### src/design/mlcb_pkg.sv
// ----------------------------------------------------------------------------
// mlcb_pkg
// Types, constants and tables shared by the camera basis block.
// ----------------------------------------------------------------------------
package mlcb_pkg;

    localparam int TRIG_ITERATIONS = 16;
    localparam int IterW = $clog2(TRIG_ITERATIONS + 1);

    localparam logic signed [15:0] PitchLim = 16'sd11392;
    localparam logic signed [17:0] HalfTurn = 18'sd23040;
    localparam logic signed [17:0] FullTurn = 18'sd46080;
    localparam logic signed [17:0] QuarterTurn = 18'sd11520;
    localparam logic signed [15:0] ZoomMin = 16'sd256;
    localparam logic signed [15:0] ZoomMax = 16'sd11520;
    localparam logic signed [15:0] ZoomReset = 16'sd11520;
    localparam logic [15:0] SensReset = 16'd6554;
    localparam logic signed [33:0] CordicGain = 34'sd652032874;

    // Ninety-two whole turns lift any yaw sum above zero before the turn count.
    localparam logic signed [33:0] YawBias = 34'sd4239360;
    // Rounded-up 2^18 / 45, exact for quotients of sums below 2^23 by 1024.
    localparam logic [12:0] FullTurnRecip = 13'd5826;

    typedef struct packed {
        logic signed [15:0] look_dx;
        logic signed [15:0] look_dy;
        logic signed [15:0] zoom_delta;
        logic signed [31:0] player_x;
        logic signed [31:0] player_y;
        logic signed [31:0] player_z;
        logic toggle_mode;
    } in_word_t;

    typedef struct packed {
        logic signed [31:0] cam_x;
        logic signed [31:0] cam_y;
        logic signed [31:0] cam_z;
        logic [47:0] front_vec;
        logic [47:0] right_vec;
        logic [47:0] up_vec;
        logic signed [15:0] zoom_level;
        logic view_third;
    } out_word_t;

    typedef struct packed {
        logic start;
        logic signed [15:0] angle;
    } cordic_req_t;

    typedef struct packed {
        logic done;
        logic signed [33:0] cos_v;
        logic signed [33:0] sin_v;
    } cordic_rsp_t;

    typedef enum logic [3:0] {
        ST_IDLE, ST_STEP, ST_ANGLE, ST_YAW_GO, ST_YAW_WAIT, ST_PITCH_GO,
        ST_PITCH_WAIT, ST_MUL_A, ST_MUL_B, ST_FINISH, ST_OUT
    } seq_state_t;

    function automatic logic [23:0] atan_deg(input logic [4:0] i);
        case (i)
            5'd0: atan_deg = 24'd2949120;
            5'd1: atan_deg = 24'd1740967;
            5'd2: atan_deg = 24'd919879;
            5'd3: atan_deg = 24'd466945;
            5'd4: atan_deg = 24'd234379;
            5'd5: atan_deg = 24'd117304;
            5'd6: atan_deg = 24'd58666;
            5'd7: atan_deg = 24'd29335;
            5'd8: atan_deg = 24'd14668;
            5'd9: atan_deg = 24'd7334;
            5'd10: atan_deg = 24'd3667;
            5'd11: atan_deg = 24'd1833;
            5'd12: atan_deg = 24'd917;
            5'd13: atan_deg = 24'd458;
            5'd14: atan_deg = 24'd229;
            5'd15: atan_deg = 24'd115;
            5'd16: atan_deg = 24'd57;
            5'd17: atan_deg = 24'd29;
            5'd18: atan_deg = 24'd14;
            5'd19: atan_deg = 24'd7;
            5'd20: atan_deg = 24'd4;
            5'd21: atan_deg = 24'd2;
            5'd22: atan_deg = 24'd1;
            default: atan_deg = 24'd0;
        endcase
    endfunction

    function automatic logic signed [15:0] q30_to_q14(input logic signed [33:0] v);
        logic signed [34:0] t;
        logic signed [18:0] s;
        t = 35'(v) + 35'sd32768;
        s = 19'(t >>> 16);
        if (s > 19'sd16384) q30_to_q14 = 16'sd16384;
        else if (s < -19'sd16384) q30_to_q14 = -16'sd16384;
        else q30_to_q14 = 16'(s);
    endfunction

    function automatic logic signed [15:0] q60_to_q14(input logic signed [67:0] v);
        logic signed [68:0] t;
        logic signed [22:0] s;
        t = 69'(v) + (69'sd1 <<< 45);
        s = 23'(t >>> 46);
        if (s > 23'sd16384) q60_to_q14 = 16'sd16384;
        else if (s < -23'sd16384) q60_to_q14 = -16'sd16384;
        else q60_to_q14 = 16'(s);
    endfunction

endpackage

### src/design/mlcb_cordic.sv
// ----------------------------------------------------------------------------
// mlcb_cordic
// Iterative rotation-mode CORDIC giving cosine and sine of a Q8.7 angle.
// ----------------------------------------------------------------------------
module mlcb_cordic (
    input  logic                 aclk,
    input  logic                 aresetn,
    input  mlcb_pkg::cordic_req_t req,
    output mlcb_pkg::cordic_rsp_t rsp
);
    import mlcb_pkg::*;

    logic signed [33:0] x_reg, x_next, y_reg, y_next;
    logic signed [25:0] z_reg, z_next;
    logic [IterW-1:0] iter_reg, iter_next;
    logic busy_reg, busy_next, neg_reg, neg_next, done_reg, done_next;
    logic signed [17:0] ang;
    logic signed [33:0] xs, ys;
    logic signed [25:0] at;

    always_comb begin
        x_next = x_reg;
        y_next = y_reg;
        z_next = z_reg;
        iter_next = iter_reg;
        busy_next = busy_reg;
        neg_next = neg_reg;
        done_next = 1'b0;
        ang = 18'(req.angle);
        xs = x_reg >>> iter_reg;
        ys = y_reg >>> iter_reg;
        at = 26'(atan_deg(5'(iter_reg)));
        if (req.start) begin
            neg_next = 1'b0;
            if (ang > QuarterTurn) begin
                ang = ang - HalfTurn;
                neg_next = 1'b1;
            end else if (ang < -QuarterTurn) begin
                ang = ang + HalfTurn;
                neg_next = 1'b1;
            end
            z_next = 26'(ang) <<< 9;
            x_next = CordicGain;
            y_next = '0;
            iter_next = '0;
            busy_next = 1'b1;
        end else if (busy_reg) begin
            if (z_reg >= 0) begin
                x_next = x_reg - ys;
                y_next = y_reg + xs;
                z_next = z_reg - at;
            end else begin
                x_next = x_reg + ys;
                y_next = y_reg - xs;
                z_next = z_reg + at;
            end
            iter_next = iter_reg + 1'b1;
            if (iter_reg == IterW'(TRIG_ITERATIONS - 1)) begin
                busy_next = 1'b0;
                done_next = 1'b1;
            end
        end
    end

    always_ff @(posedge aclk) begin
        if (!aresetn) begin
            busy_reg <= 1'b0;
            done_reg <= 1'b0;
        end else begin
            busy_reg <= busy_next;
            done_reg <= done_next;
        end
        x_reg <= x_next;
        y_reg <= y_next;
        z_reg <= z_next;
        iter_reg <= iter_next;
        neg_reg <= neg_next;
    end

    assign rsp.done = done_reg;
    assign rsp.cos_v = neg_reg ? -x_reg : x_reg;
    assign rsp.sin_v = neg_reg ? -y_reg : y_reg;
endmodule

### config.mk
export PLATFORM = sky130hd
export DESIGN_NAME = mlcb_cordic
export DESIGN_NICKNAME = d
export VERILOG_FILES = /design/src/design/mlcb_pkg.sv /design/src/design/mlcb_cordic.sv
export SDC_FILE = /design/constraint.sdc
export NUM_CORES = 1
export LEC_CHECK = 0
export ABC_AREA = 1
export ABC_CLOCK_PERIOD_IN_PS = 6800
export CORE_ASPECT_RATIO = 1.25
export CORE_MARGIN = 8
export CORE_UTILIZATION = 30
export CTS_CLUSTER_DIAMETER = 30
export DETAILED_ROUTE_END_ITERATION = 7
export DONT_BUFFER_PORTS = 1
export MAX_ROUTING_LAYER = met4
export PLACE_DENSITY = 0.41
export SYNTH_ARGS = -nofsm -noshare
export SYNTH_HDL_FRONTEND = slang
export SYNTH_SLANG_ARGS = --single-unit
### constraint.sdc
create_clock -name aclk -period 6.8 [get_ports aclk]
set_input_delay 0.68 -clock aclk [delete_from_list [all_inputs] [get_ports aclk]]
set_output_delay 0.68 -clock aclk [all_outputs]
set_load 0.01 [all_outputs]
==> reports/metrics.csv, run 1 <==
stage;metric;value;unit
grt;grt_pass1_wl;106.6;mm
place;place_inst;3464;
worst_setup_path;path_class;register to register;
routing;avgRoutedWirePerCell;20.13;um
worst_setup_path;r2r_cells;27;
worst_setup_path;critPathBufInv;4;
routing;routed_wl;70.36;mm
logic_synthesis;syn_area;0.01672;mm^2
cts;clock_path_buffers;2;
timing;worst_hold_slack;0.3148;ns
cts;clkLatencyLatePin;0.48;ns
cts;root_buffer;clkbuf_16;
logic_synthesis;yosys.cell_types.count;59;
cts;cts_setup_buffers;0;
cts;cts.sinks;124;
worst_setup_path;start_kind;register;
logic_synthesis;synthCells;2834;
die;core_area;0.05501;mm^2
logic_synthesis;synth-seq-area-share;15.92;%
routing;dr.pass1.iters;6;
job;cap_violations;0;
cts;cts_max_level;4;
finish;area_growth;7.176;%
finish;ff_latch_area;0.002666;mm^2
pwr;ir_worst_vdd;0.0001836;V
hold_path;min_to;neg_reg$_SDFFCE_PP1P_;
grt;antenna_found_initial;0;
worst_setup_path;cp_data_arrival_time;6.14;ns
timing;tightest_slew;1.081;ns
grt;track_usage;22.32;%
place;dpl-instance-area;0.01730;mm^2
timing;setup_viol;0;
worst_setup_path;end_kind;register;
worst_setup_path;reg2reg_slack;1.08;ns
finish;nets;2877;
routing;drt_iter0_markers;1409;
hold_path;hold_path.class;input port to register;
grt;grt_overflow;0;
timing;min_period;5.723;ns
worst_setup_path;cp_slowest_cell;a211oi_1;
logic_synthesis;synth_seq_cells;124;
finish;design_area;0.01792;mm^2
cts;cts.repair.resized;0;
die;chipWidth;227.2;um
worst_setup_path;r2r-start;iter_reg[1]$_SDFFE_PP0P_;
cts;numCtsBuffers;17;
timing;final_max_slew_viol_count;0;
timing;max_freq;174.7;MHz
finish;fillers;6313;
routing;drc;0;
routing;viasPerCell;5.312;
worst_setup_path;r2r-end;y_reg[33]$_SDFFE_PP0P_;
worst_setup_path;worst_path_largest_cell_delay;0.52;ns
place;dp_hpwl;55.15;mm
timing;relSlewSlack;27.82;%
cts;clk_pin_slew_worst_paths;0.07;ns
grt;grt_pass1_vias;18020;
timing;tns;0;ns
logic_synthesis;syn_nets;2963;
timing;clock_skew;0.01456;ns
grt;grt_max_degree;74;
hold_path;hold_depth;0;
pwr;power_density;493.0;mW/mm^2
worst_setup_path;critPathTopFamily;compound AO/OA/AOI/OAI gates;
worst_setup_path;required;7.21;ns
die;start_util;30.40;%
finish;antennaDiodeCount;0;
routing;vias;18570;
run_status;status;finished clean;
routing;ant_nets;0;
logic_synthesis;synth_warnings;0;
die;ios;88;
cts;cts_tree;done;
cts;ctsHoldBuffers;0;
die;rows;96;
timing;rsz0062_at_grt;false;
finish;fin_cells;3496;
worst_setup_path;worst_path_most_repeated_cell;nand2_1;
hold_path;hp-start;req[16];
timing;hold_viol_final;0;
place;io_buffers;0;
die;die_y;280.0;um
finish;multiInputGateArea;0.01250;mm^2
timing;period_share;84.17;%
place;gp_congestion;1.012;
worst_setup_path;crit_fanout;38;
die;dieArea;0.06360;mm^2
pwr;power.leakage;0.008386;uW
finish;drive_gt1_share;4.926;%
logic_synthesis;syn_avg_cell_area;5.901;um^2
-- cell families after synthesis --
logic type | count (synthesis) | share of synthesized area [%]
buffers and inverters | 392 | 9.375
AND/OR/NAND/NOR | 1521 | 39.61
XOR/XNOR | 191 | 10.00
adder cells (fa/ha/maj) | 110 | 8.365
AO/OA/AOI/OAI | 496 | 16.72
flip-flops | 124 | 15.92
-- worst register-to-register path: cells and delay by family (launching register included) --
kind | cells | cell delay [ns]
xor gates and xnor gates | 1 | 0.22
AOI/OAI and AO/OA | 6 | 1.87
and+or+nand+nor | 14 | 1.63
adders and majority gates | 2 | 0.56
buffers and inverters | 4 | 1.03
DFF | 1 | 0.32
-- cell usage after synthesis (all sizes together) --
cell / instances / area (um^2)
nand2: 750 / 2863
nand3: 430 / 2207
inv: 257 / 964.7
nor2: 238 / 945.9
o21ai: 200 / 1027
a21oi: 167 / 835.8
xor2: 134 / 1174
ha: 107 / 1339
dfxtp: 106 / 2122
clkbuf: 79 / 296.5
xnor2: 57 / 499.2
buf: 51 / 287.8
nor3: 48 / 250.2
o22ai: 25 / 156.4
a31oi: 24 / 150.1
nand4: 21 / 137.6
edfxtp: 18 / 540.5
o21a: 15 / 112.6
or2: 14 / 87.59
a21o: 13 / 97.59
nor4: 11 / 68.82
o21bai: 10 / 75.07
o211ai: 9 / 67.56
o31ai: 9 / 72.57
clkinv: 5 / 18.77
nor3b: 5 / 37.54
a21boi: 4 / 30.03
a221oi: 4 / 35.03
and2: 3 / 18.77
fa: 3 / 60.06
a211oi: 2 / 15.01
a22oi: 2 / 15.01
a41oi: 2 / 17.52
o221ai: 2 / 17.52
a2111oi: 1 / 8.760
a311o: 1 / 10.01
a31o: 1 / 8.760
a32oi: 1 / 8.760
nand3b: 1 / 7.510
o2111ai: 1 / 8.760
o311ai: 1 / 8.760
o32ai: 1 / 8.760
o41ai: 1 / 8.760
-- metrics by stage --
stage	total power (uW)	utilization, %	setup WS (ns)
floorplan	6003	-	2.759
global placement	7814	31.44	1.125
detailed placement	7799	31.44	1.060
CTS	8880	32.58	1.021
global route	9686	32.58	0.6954
finish	8835	32.58	1.077
-- cells in the final DEF, fill, tap and decap left out, types with 4 or more instances in the layout --
cell,count
inv_6,4
a221oi_1,4
ha_1,107
o21ai_2,4
o21ai_1,20
dfxtp_1,103
nor2_1,225
nand3_2,11
nor3b_1,5
nand3_1,419
o31ai_1,8
o22ai_1,25
a31oi_1,24
nor2_4,6
xnor2_1,57
xor2_1,134
buf_4,22
nor2_2,7
inv_1,248
a21o_1,13
or2_2,13
o21a_1,15
o21bai_1,10
nand4_1,20
edfxtp_1,18
nand2_1,731
nor4_1,11
a21oi_1,167
nor3_1,46
o21ai_0,175
o211ai_1,9
nand2_2,19
clkbuf_16,17
inv_2,11
-- report_power, final --
group | internal (uW) | switching [uW] | total, uW | leakage (uW)
Clock | 610 | 420 | 1030 | 0.000305
Sequential | 947 | 459 | 1410 | 0.00106
Combinational | 2170 | 4230 | 6400 | 0.00702
-- final cells by class --
| class | count | share of cell area (%) |
|---|---|---|
| Clock buffer | 21 | 2.625 |
| Clock inverter | 11 | 0.8657 |
| Inverter | 262 | 5.487 |
| Multi-Input combinational cell | 2318 | 69.76 |
| Sequential cell | 124 | 14.88 |
| Tap cell | 735 | 5.131 |
| Timing Repair Buffer | 25 | 1.257 |
-- how the worst max path moves through the flow --
stage	from	to	slack, ns	depth (start not counted)
5_1_grt	iter_reg[1]$_SDFFE_PP0P_	y_reg[33]$_SDFFE_PP0P_	0.70	29
4_1_cts	iter_reg[1]$_SDFFE_PP0P_	y_reg[33]$_SDFFE_PP0P_	1.02	27
6_report	iter_reg[1]$_SDFFE_PP0P_	y_reg[33]$_SDFFE_PP0P_	1.08	27
2_1_floorplan	iter_reg[0]$_SDFFE_PP0P_	x_reg[31]$_SDFFE_PP0P_	2.76	34
3_5_place_dp	iter_reg[1]$_SDFFE_PP0P_	y_reg[33]$_SDFFE_PP0P_	1.06	27
3_3_place_gp	iter_reg[1]$_SDFFE_PP0P_	y_reg[33]$_SDFFE_PP0P_	1.12	27
-- layer usage --
metal,vias to the layer above,share of wire [%],GRT usage [%]
li1,9303,-,-
met1,8705,42,25.53
met2,479,52,39.96
met3,83,4.0,2.815
met4,0,2.5,6.884
met5,-,0,-
No activity file was read; power rests on OpenSTA's default activity.
==> run 2: changes to the inputs <==
Settings changed: ABC_CLOCK_PERIOD_IN_PS 6800 to 4900, PLACE_DENSITY 0.41 to 0.42.
Clock period 6.8 ns to 4.9 ns, I/O delays scaled along.
==> run 2 against run 1 <==
First-iteration DRC count shrank 5.4%; sequential power grew 23%; fmax grew 24%; largest cell class unchanged; routed wire length grew 2.8%; non-clock buffer count grew 155; cell count grew 4.5%; combinational power grew 64%; power grew 53%; highest routed layer unchanged.
==> reports/metrics.csv, run 2 (same netlist as run 1, synthesis figures left out) <==
stage;metric;value;unit
run_status;status;finished clean;
cts;cts_tree;done;
routing;routed_wl;72.32;mm
routing;dr.pass1.iters;8;
hold_path;hold_path.class;input port to register;
timing;final_max_slew_viol_count;0;
grt;track_usage;22.74;%
timing;tns;0;ns
die;dieArea;0.06360;mm^2
worst_setup_path;crit_fanout;22;
timing;setup_viol;0;
pwr;switching_power;7512;uW
finish;drive_gt1_share;11.66;%
place;place_ws;0.06761;ns
timing;clock_skew;0.01483;ns
worst_setup_path;worst_path_most_repeated_cell;nand2_1;
finish;nets;3032;
place;io_buffers;0;
routing;vias;19270;
timing;relSlewSlack;44.03;%
die;rows;96;
grt;grt_pass1_wl;109.4;mm
finish;final_core_util;35.42;%
worst_setup_path;required;5.25;ns
die;core_area;0.05501;mm^2
cts;cts.sinks;124;
pwr;ir_worst_vdd;0.0002244;V
cts;clkLatencyLatePin;0.46;ns
timing;hold_viol_final;0;
cts;clock_path_buffers;2;
finish;area_growth;16.51;%
timing;max_freq;216.2;MHz
worst_setup_path;cp_slowest_cell;dfxtp_4;
place;dp_hpwl;57.51;mm
routing;drt_iter0_markers;1333;
timing;tightest_slew;0.8395;ns
pwr;power.leakage;0.009231;uW
die;ios;88;
pwr;comb_power_share;77.2;%
worst_setup_path;start_kind;register;
timing;rsz0062_at_grt;true;
worst_setup_path;cp_data_arrival_time;4.98;ns
pwr;total_power;13550;uW
pwr;p_int;6037;uW
cts;cts_max_level;4;
place;gp_congestion;0.9776;
worst_setup_path;reg2reg_slack;0.28;ns
cts;root_buffer;clkbuf_16;
timing;fin_ws;0.2752;ns
worst_setup_path;worst_path_largest_cell_delay;0.38;ns
routing;viasPerCell;5.277;
die;start_util;30.40;%
pwr;power_density;695.4;mW/mm^2
worst_setup_path;critPathTopFamily;simple AND/OR/NAND/NOR gates;
finish;layout_common_cells;nand2_1, nand3_1, inv_1;
die;chipWidth;227.2;um
cts;ctsHoldBuffers;0;
pwr;power_frac_clock;10.0;%
worst_setup_path;critPathBufInv;4;
worst_setup_path;end_kind;register;
timing;min_period;4.625;ns
cts;numCtsBuffers;17;
routing;drc;0;
routing;avgRoutedWirePerCell;19.80;um
grt;grt_overflow;0;
worst_setup_path;path_class;register to register;
job;cap_violations;0;
grt;grt_max_degree;63;
routing;ant_nets;0;
die;die_y;280.0;um
grt;grt_pass1_vias;18770;
pwr;p_sw_share;55.44;%
timing;period_share;94.38;%
finish;final_common_cell;nand2_1;
pwr;seq_power_share;12.8;%
grt;antenna_found_initial;0;
cts;clk_pin_slew_worst_paths;0.07;ns
-- run 2: changes by cell type in the layout (fill, tap and decap cells not counted), moves of 4 or more --
| cell | delta |
|---|---|
| xor2_1 | -7 |
| buf_12 | +7 |
| xor2_2 | +7 |
| nor2_2 | +4 |
| nand2_1 | -4 |
| buf_4 | +144 |
| nor2_1 | -7 |
| ha_1 | -5 |
| a21oi_1 | -10 |
| o21ai_0 | -6 |
| a21oi_2 | +10 |
-- run 2: through the flow --
step           std cells  area, um^2  hold slack [ns]
3_3_place_gp        3613       18500           0.4508
6_report            3652       19480           0.1492
2_1_floorplan       2834       16720           0.4347
5_1_grt             3651       19480           0.1225
3_5_place_dp        3613       18500           0.4625
4_1_cts             3645       19090           0.1129
-- run 2: layout make-up --
type                            instances  area (um^2)
Multi-Input combinational cell       2318        12800
Clock buffer                           19        452.9
Sequential cell                       124         2669
Clock inverter                         13        130.1
Inverter                              262        988.4
Antenna cell                            1        2.502
Timing Repair Buffer                  180         1523
Tap cell                              735        919.6
Fill cell                            6302        35530
-- run 2: path summary, 6_finish.rpt --
path	from	end	cells after the start
worst max register to register	iter_reg[0]$_SDFFE_PP0P_	x_reg[30]$_SDFFE_PP0P_	29
worst max-delay path	iter_reg[0]$_SDFFE_PP0P_	x_reg[30]$_SDFFE_PP0P_	29
worst min-delay path	aresetn	done_reg$_SDFF_PP0_	2
worst min register to register	z_reg[3]$_SDFFE_PP0P_	z_reg[3]$_SDFFE_PP0P_	2
-- run 2: power groups by stage --
stage	Sequential, uW	Combinational [uW]	Clock [uW]
after CTS	1730	10200	1390
after global routing	1770	11600	1420
after global placement	1750	10100	0
after detailed placement	1750	10100	0
final	1740	10500	1350
after floorplan	1600	6740	0
-- run 2: layer usage --
metal	GRT usage [%]	part of all wire, %	vias to the layer above
met5	-	0	-
met4	7.955	3.5	0
met3	2.323	3.5	86
met2	39.57	50	466
met1	26.91	43	9094
li1	-	-	9625
-- run 2: repair_timing --
item	4_1_cts	5_1_grt
resized for setup	0	70
setup buffers	0	4
endpoints found under the setup margin	0	19
hold endpoints to repair	0	0
==> run 3: changes to the inputs <==
Settings changed: CORE_UTILIZATION 30 to 60, PLACE_DENSITY 0.42 to 0.76.
==> run 3 against run 2 <==
Sequential power barely moved; routed wire length down 13%; global-route usage up 15 points; design area down 6.7%; combinational power is 9.6% lower; utilization grew 31 points; worst setup slack worse by 0.049 ns; critical path depth grew 1; cell count fell by 13%; first-iteration DRC count rose by 57%; sequential cell count stayed put; clock power about the same; largest power group unchanged.
==> reports/metrics.csv, run 3 (same netlist as run 1, synthesis figures left out) <==
stage;metric;value;unit
run_status;status;finished clean;
cts;cts_tree;done;
die;core_area;0.02757;mm^2
routing;avgRoutedWirePerCell;19.78;um
timing;tightest_slew;0.8478;ns
timing;tns;0;ns
finish;layout_common_cells;nand2_1, nand3_1, inv_1;
routing;vias;19570;
worst_setup_path;path_class;register to register;
timing;worst_hold_slack;0.1592;ns
pwr;power_density;694.4;mW/mm^2
place;dp_hpwl;48.63;mm
worst_setup_path;worst_path_largest_cell_delay;0.35;ns
cts;numCtsBuffers;17;
timing;period_share;95.38;%
timing;setup_viol;0;
worst_setup_path;required;5.28;ns
place;place_ws;0.1863;ns
finish;drive_gt1_share;8.363;%
worst_setup_path;cp_slowest_cell;ha_1;
worst_setup_path;start_kind;register;
worst_setup_path;crit_fanout;15;
grt;antenna_found_initial;0;
die;chipWidth;165.3;um
grt;grt_overflow;0;
finish;final_core_util;65.95;%
worst_setup_path;end_kind;register;
cts;root_buffer;clkbuf_16;
finish;final_common_cell;nand2_1;
grt;busiest_layer;met2;
routing;drt_iter0_markers;2095;
job;cap_violations;0;
routing;drc;0;
finish;fillers;2649;
pwr;power.leakage;0.008765;uW
cts;clkLatencyLatePin;0.44;ns
routing;ant_nets;0;
grt;grt_pass1_wl;98.30;mm
worst_setup_path;worst_path_most_repeated_cell;nand2_1;
pwr;total_power;12620;uW
finish;nets;2938;
routing;dr.pass1.iters;6;
place;gp_congestion;1.103;
pwr;ir_worst_vdd;0.0005590;V
cts;cts_max_level;4;
timing;rsz0062_at_grt;true;
timing;final_max_slew_viol_count;0;
die;ios;88;
timing;relSlewSlack;43.27;%
timing;min_period;4.674;ns
routing;viasPerCell;6.171;
grt;use_met2;61.20;%
grt;grt_pass1_vias;18790;
grt;track_usage;37.89;%
grt;use_met3;6.464;%
die;die_y;202.7;um
routing;routed_wl;62.74;mm
die;start_util;60.66;%
hold_path;hold_path.class;input port to register;
timing;clock_skew;0.01245;ns
place;io_buffers;0;
finish;area_growth;8.709;%
timing;hold_viol_final;0;
cts;cts.sinks;124;
die;rows;68;
grt;grt_util_met1;42.16;%
cts;clock_path_buffers;2;
worst_setup_path;cp_data_arrival_time;5.06;ns
timing;fin_ws;0.2262;ns
timing;max_freq;214.0;MHz
cts;ctsHoldBuffers;0;
grt;grt_max_degree;63;
finish;antennaDiodeCount;0;
cts;clk_pin_slew_worst_paths;0.07;ns
die;dieArea;0.03350;mm^2
==> run 3: changes by cell type in the layout (fill, tap and decap cells not counted), sizes merged <==
cell,change
diode,-1
clkbuf,-1
bufinv,+1
clkinv,+2
inv,-2
buf,-94
==> run 3: critical path, delay by kind of cell (launching register included) <==
| family | cells | cell delay, ns |
|---|---|---|
| AO/OA/AOI/OAI | 6 | 0.95 |
| XOR/XNOR | 1 | 0.30 |
| adder cells (fa/ha/maj) | 1 | 0.35 |
| buffers and inverters | 5 | 0.91 |
| flip-flops | 1 | 0.33 |
| AND/OR/NAND/NOR | 17 | 1.78 |
==> run 3: routing by layer <==
metal	up-vias	share of wire, %
met1	8900	38
met3	286	7.6
met5	-	0
met4	0	7.6
met2	968	47
li1	9420	-
==> run 3: final timing paths <==
check | from | endpoint | slack [ns] | cells past startpoint
max | iter_reg[2]$_SDFFE_PP0P_ | x_reg[33]$_SDFFE_PP0P_ | 0.23 | 30
min | req[16] | x_reg[6]$_SDFFE_PP1P_ | 0.16 | 2
min reg2reg | z_reg[6]$_SDFFE_PP0P_ | z_reg[6]$_SDFFE_PP0P_ | 0.47 | 2
max reg2reg | iter_reg[2]$_SDFFE_PP0P_ | x_reg[33]$_SDFFE_PP0P_ | 0.23 | 30
==> run 3: cell type report <==
cell class / instances / area [um^2] / area share [%]
clock buffer: 18 / 439.2 / 2.416
clock inverter: 14 / 160.2 / 0.8810
inverter: 262 / 988.4 / 5.437
multi-input combinational: 2318 / 12690 / 69.80
sequential: 124 / 2669 / 14.68
tap: 350 / 437.9 / 2.409
timing repair buffer: 86 / 795.8 / 4.377
==> run 3: per-stage QoR <==
step           std cells  area (um^2)
6_report            3172        18180
4_1_cts             3169        17910
3_5_place_dp        3137        17310
2_1_floorplan       2834        16720
5_1_grt             3172        18180
3_3_place_gp        3137        17310
==> run 3: timing repair <==
action                                  4_1_cts  5_1_grt
endpoints found under the hold margin         0        0
resized for setup                             0       56
endpoints found under the setup margin        0       19
buffers inserted                              0        1
==> run 3: where the power goes <==
part / switching (uW) / internal [uW] / total (uW)
sequential: 460 / 1310 / 1770
clock: 579 / 775 / 1350
combinational: 6150 / 3340 / 9490
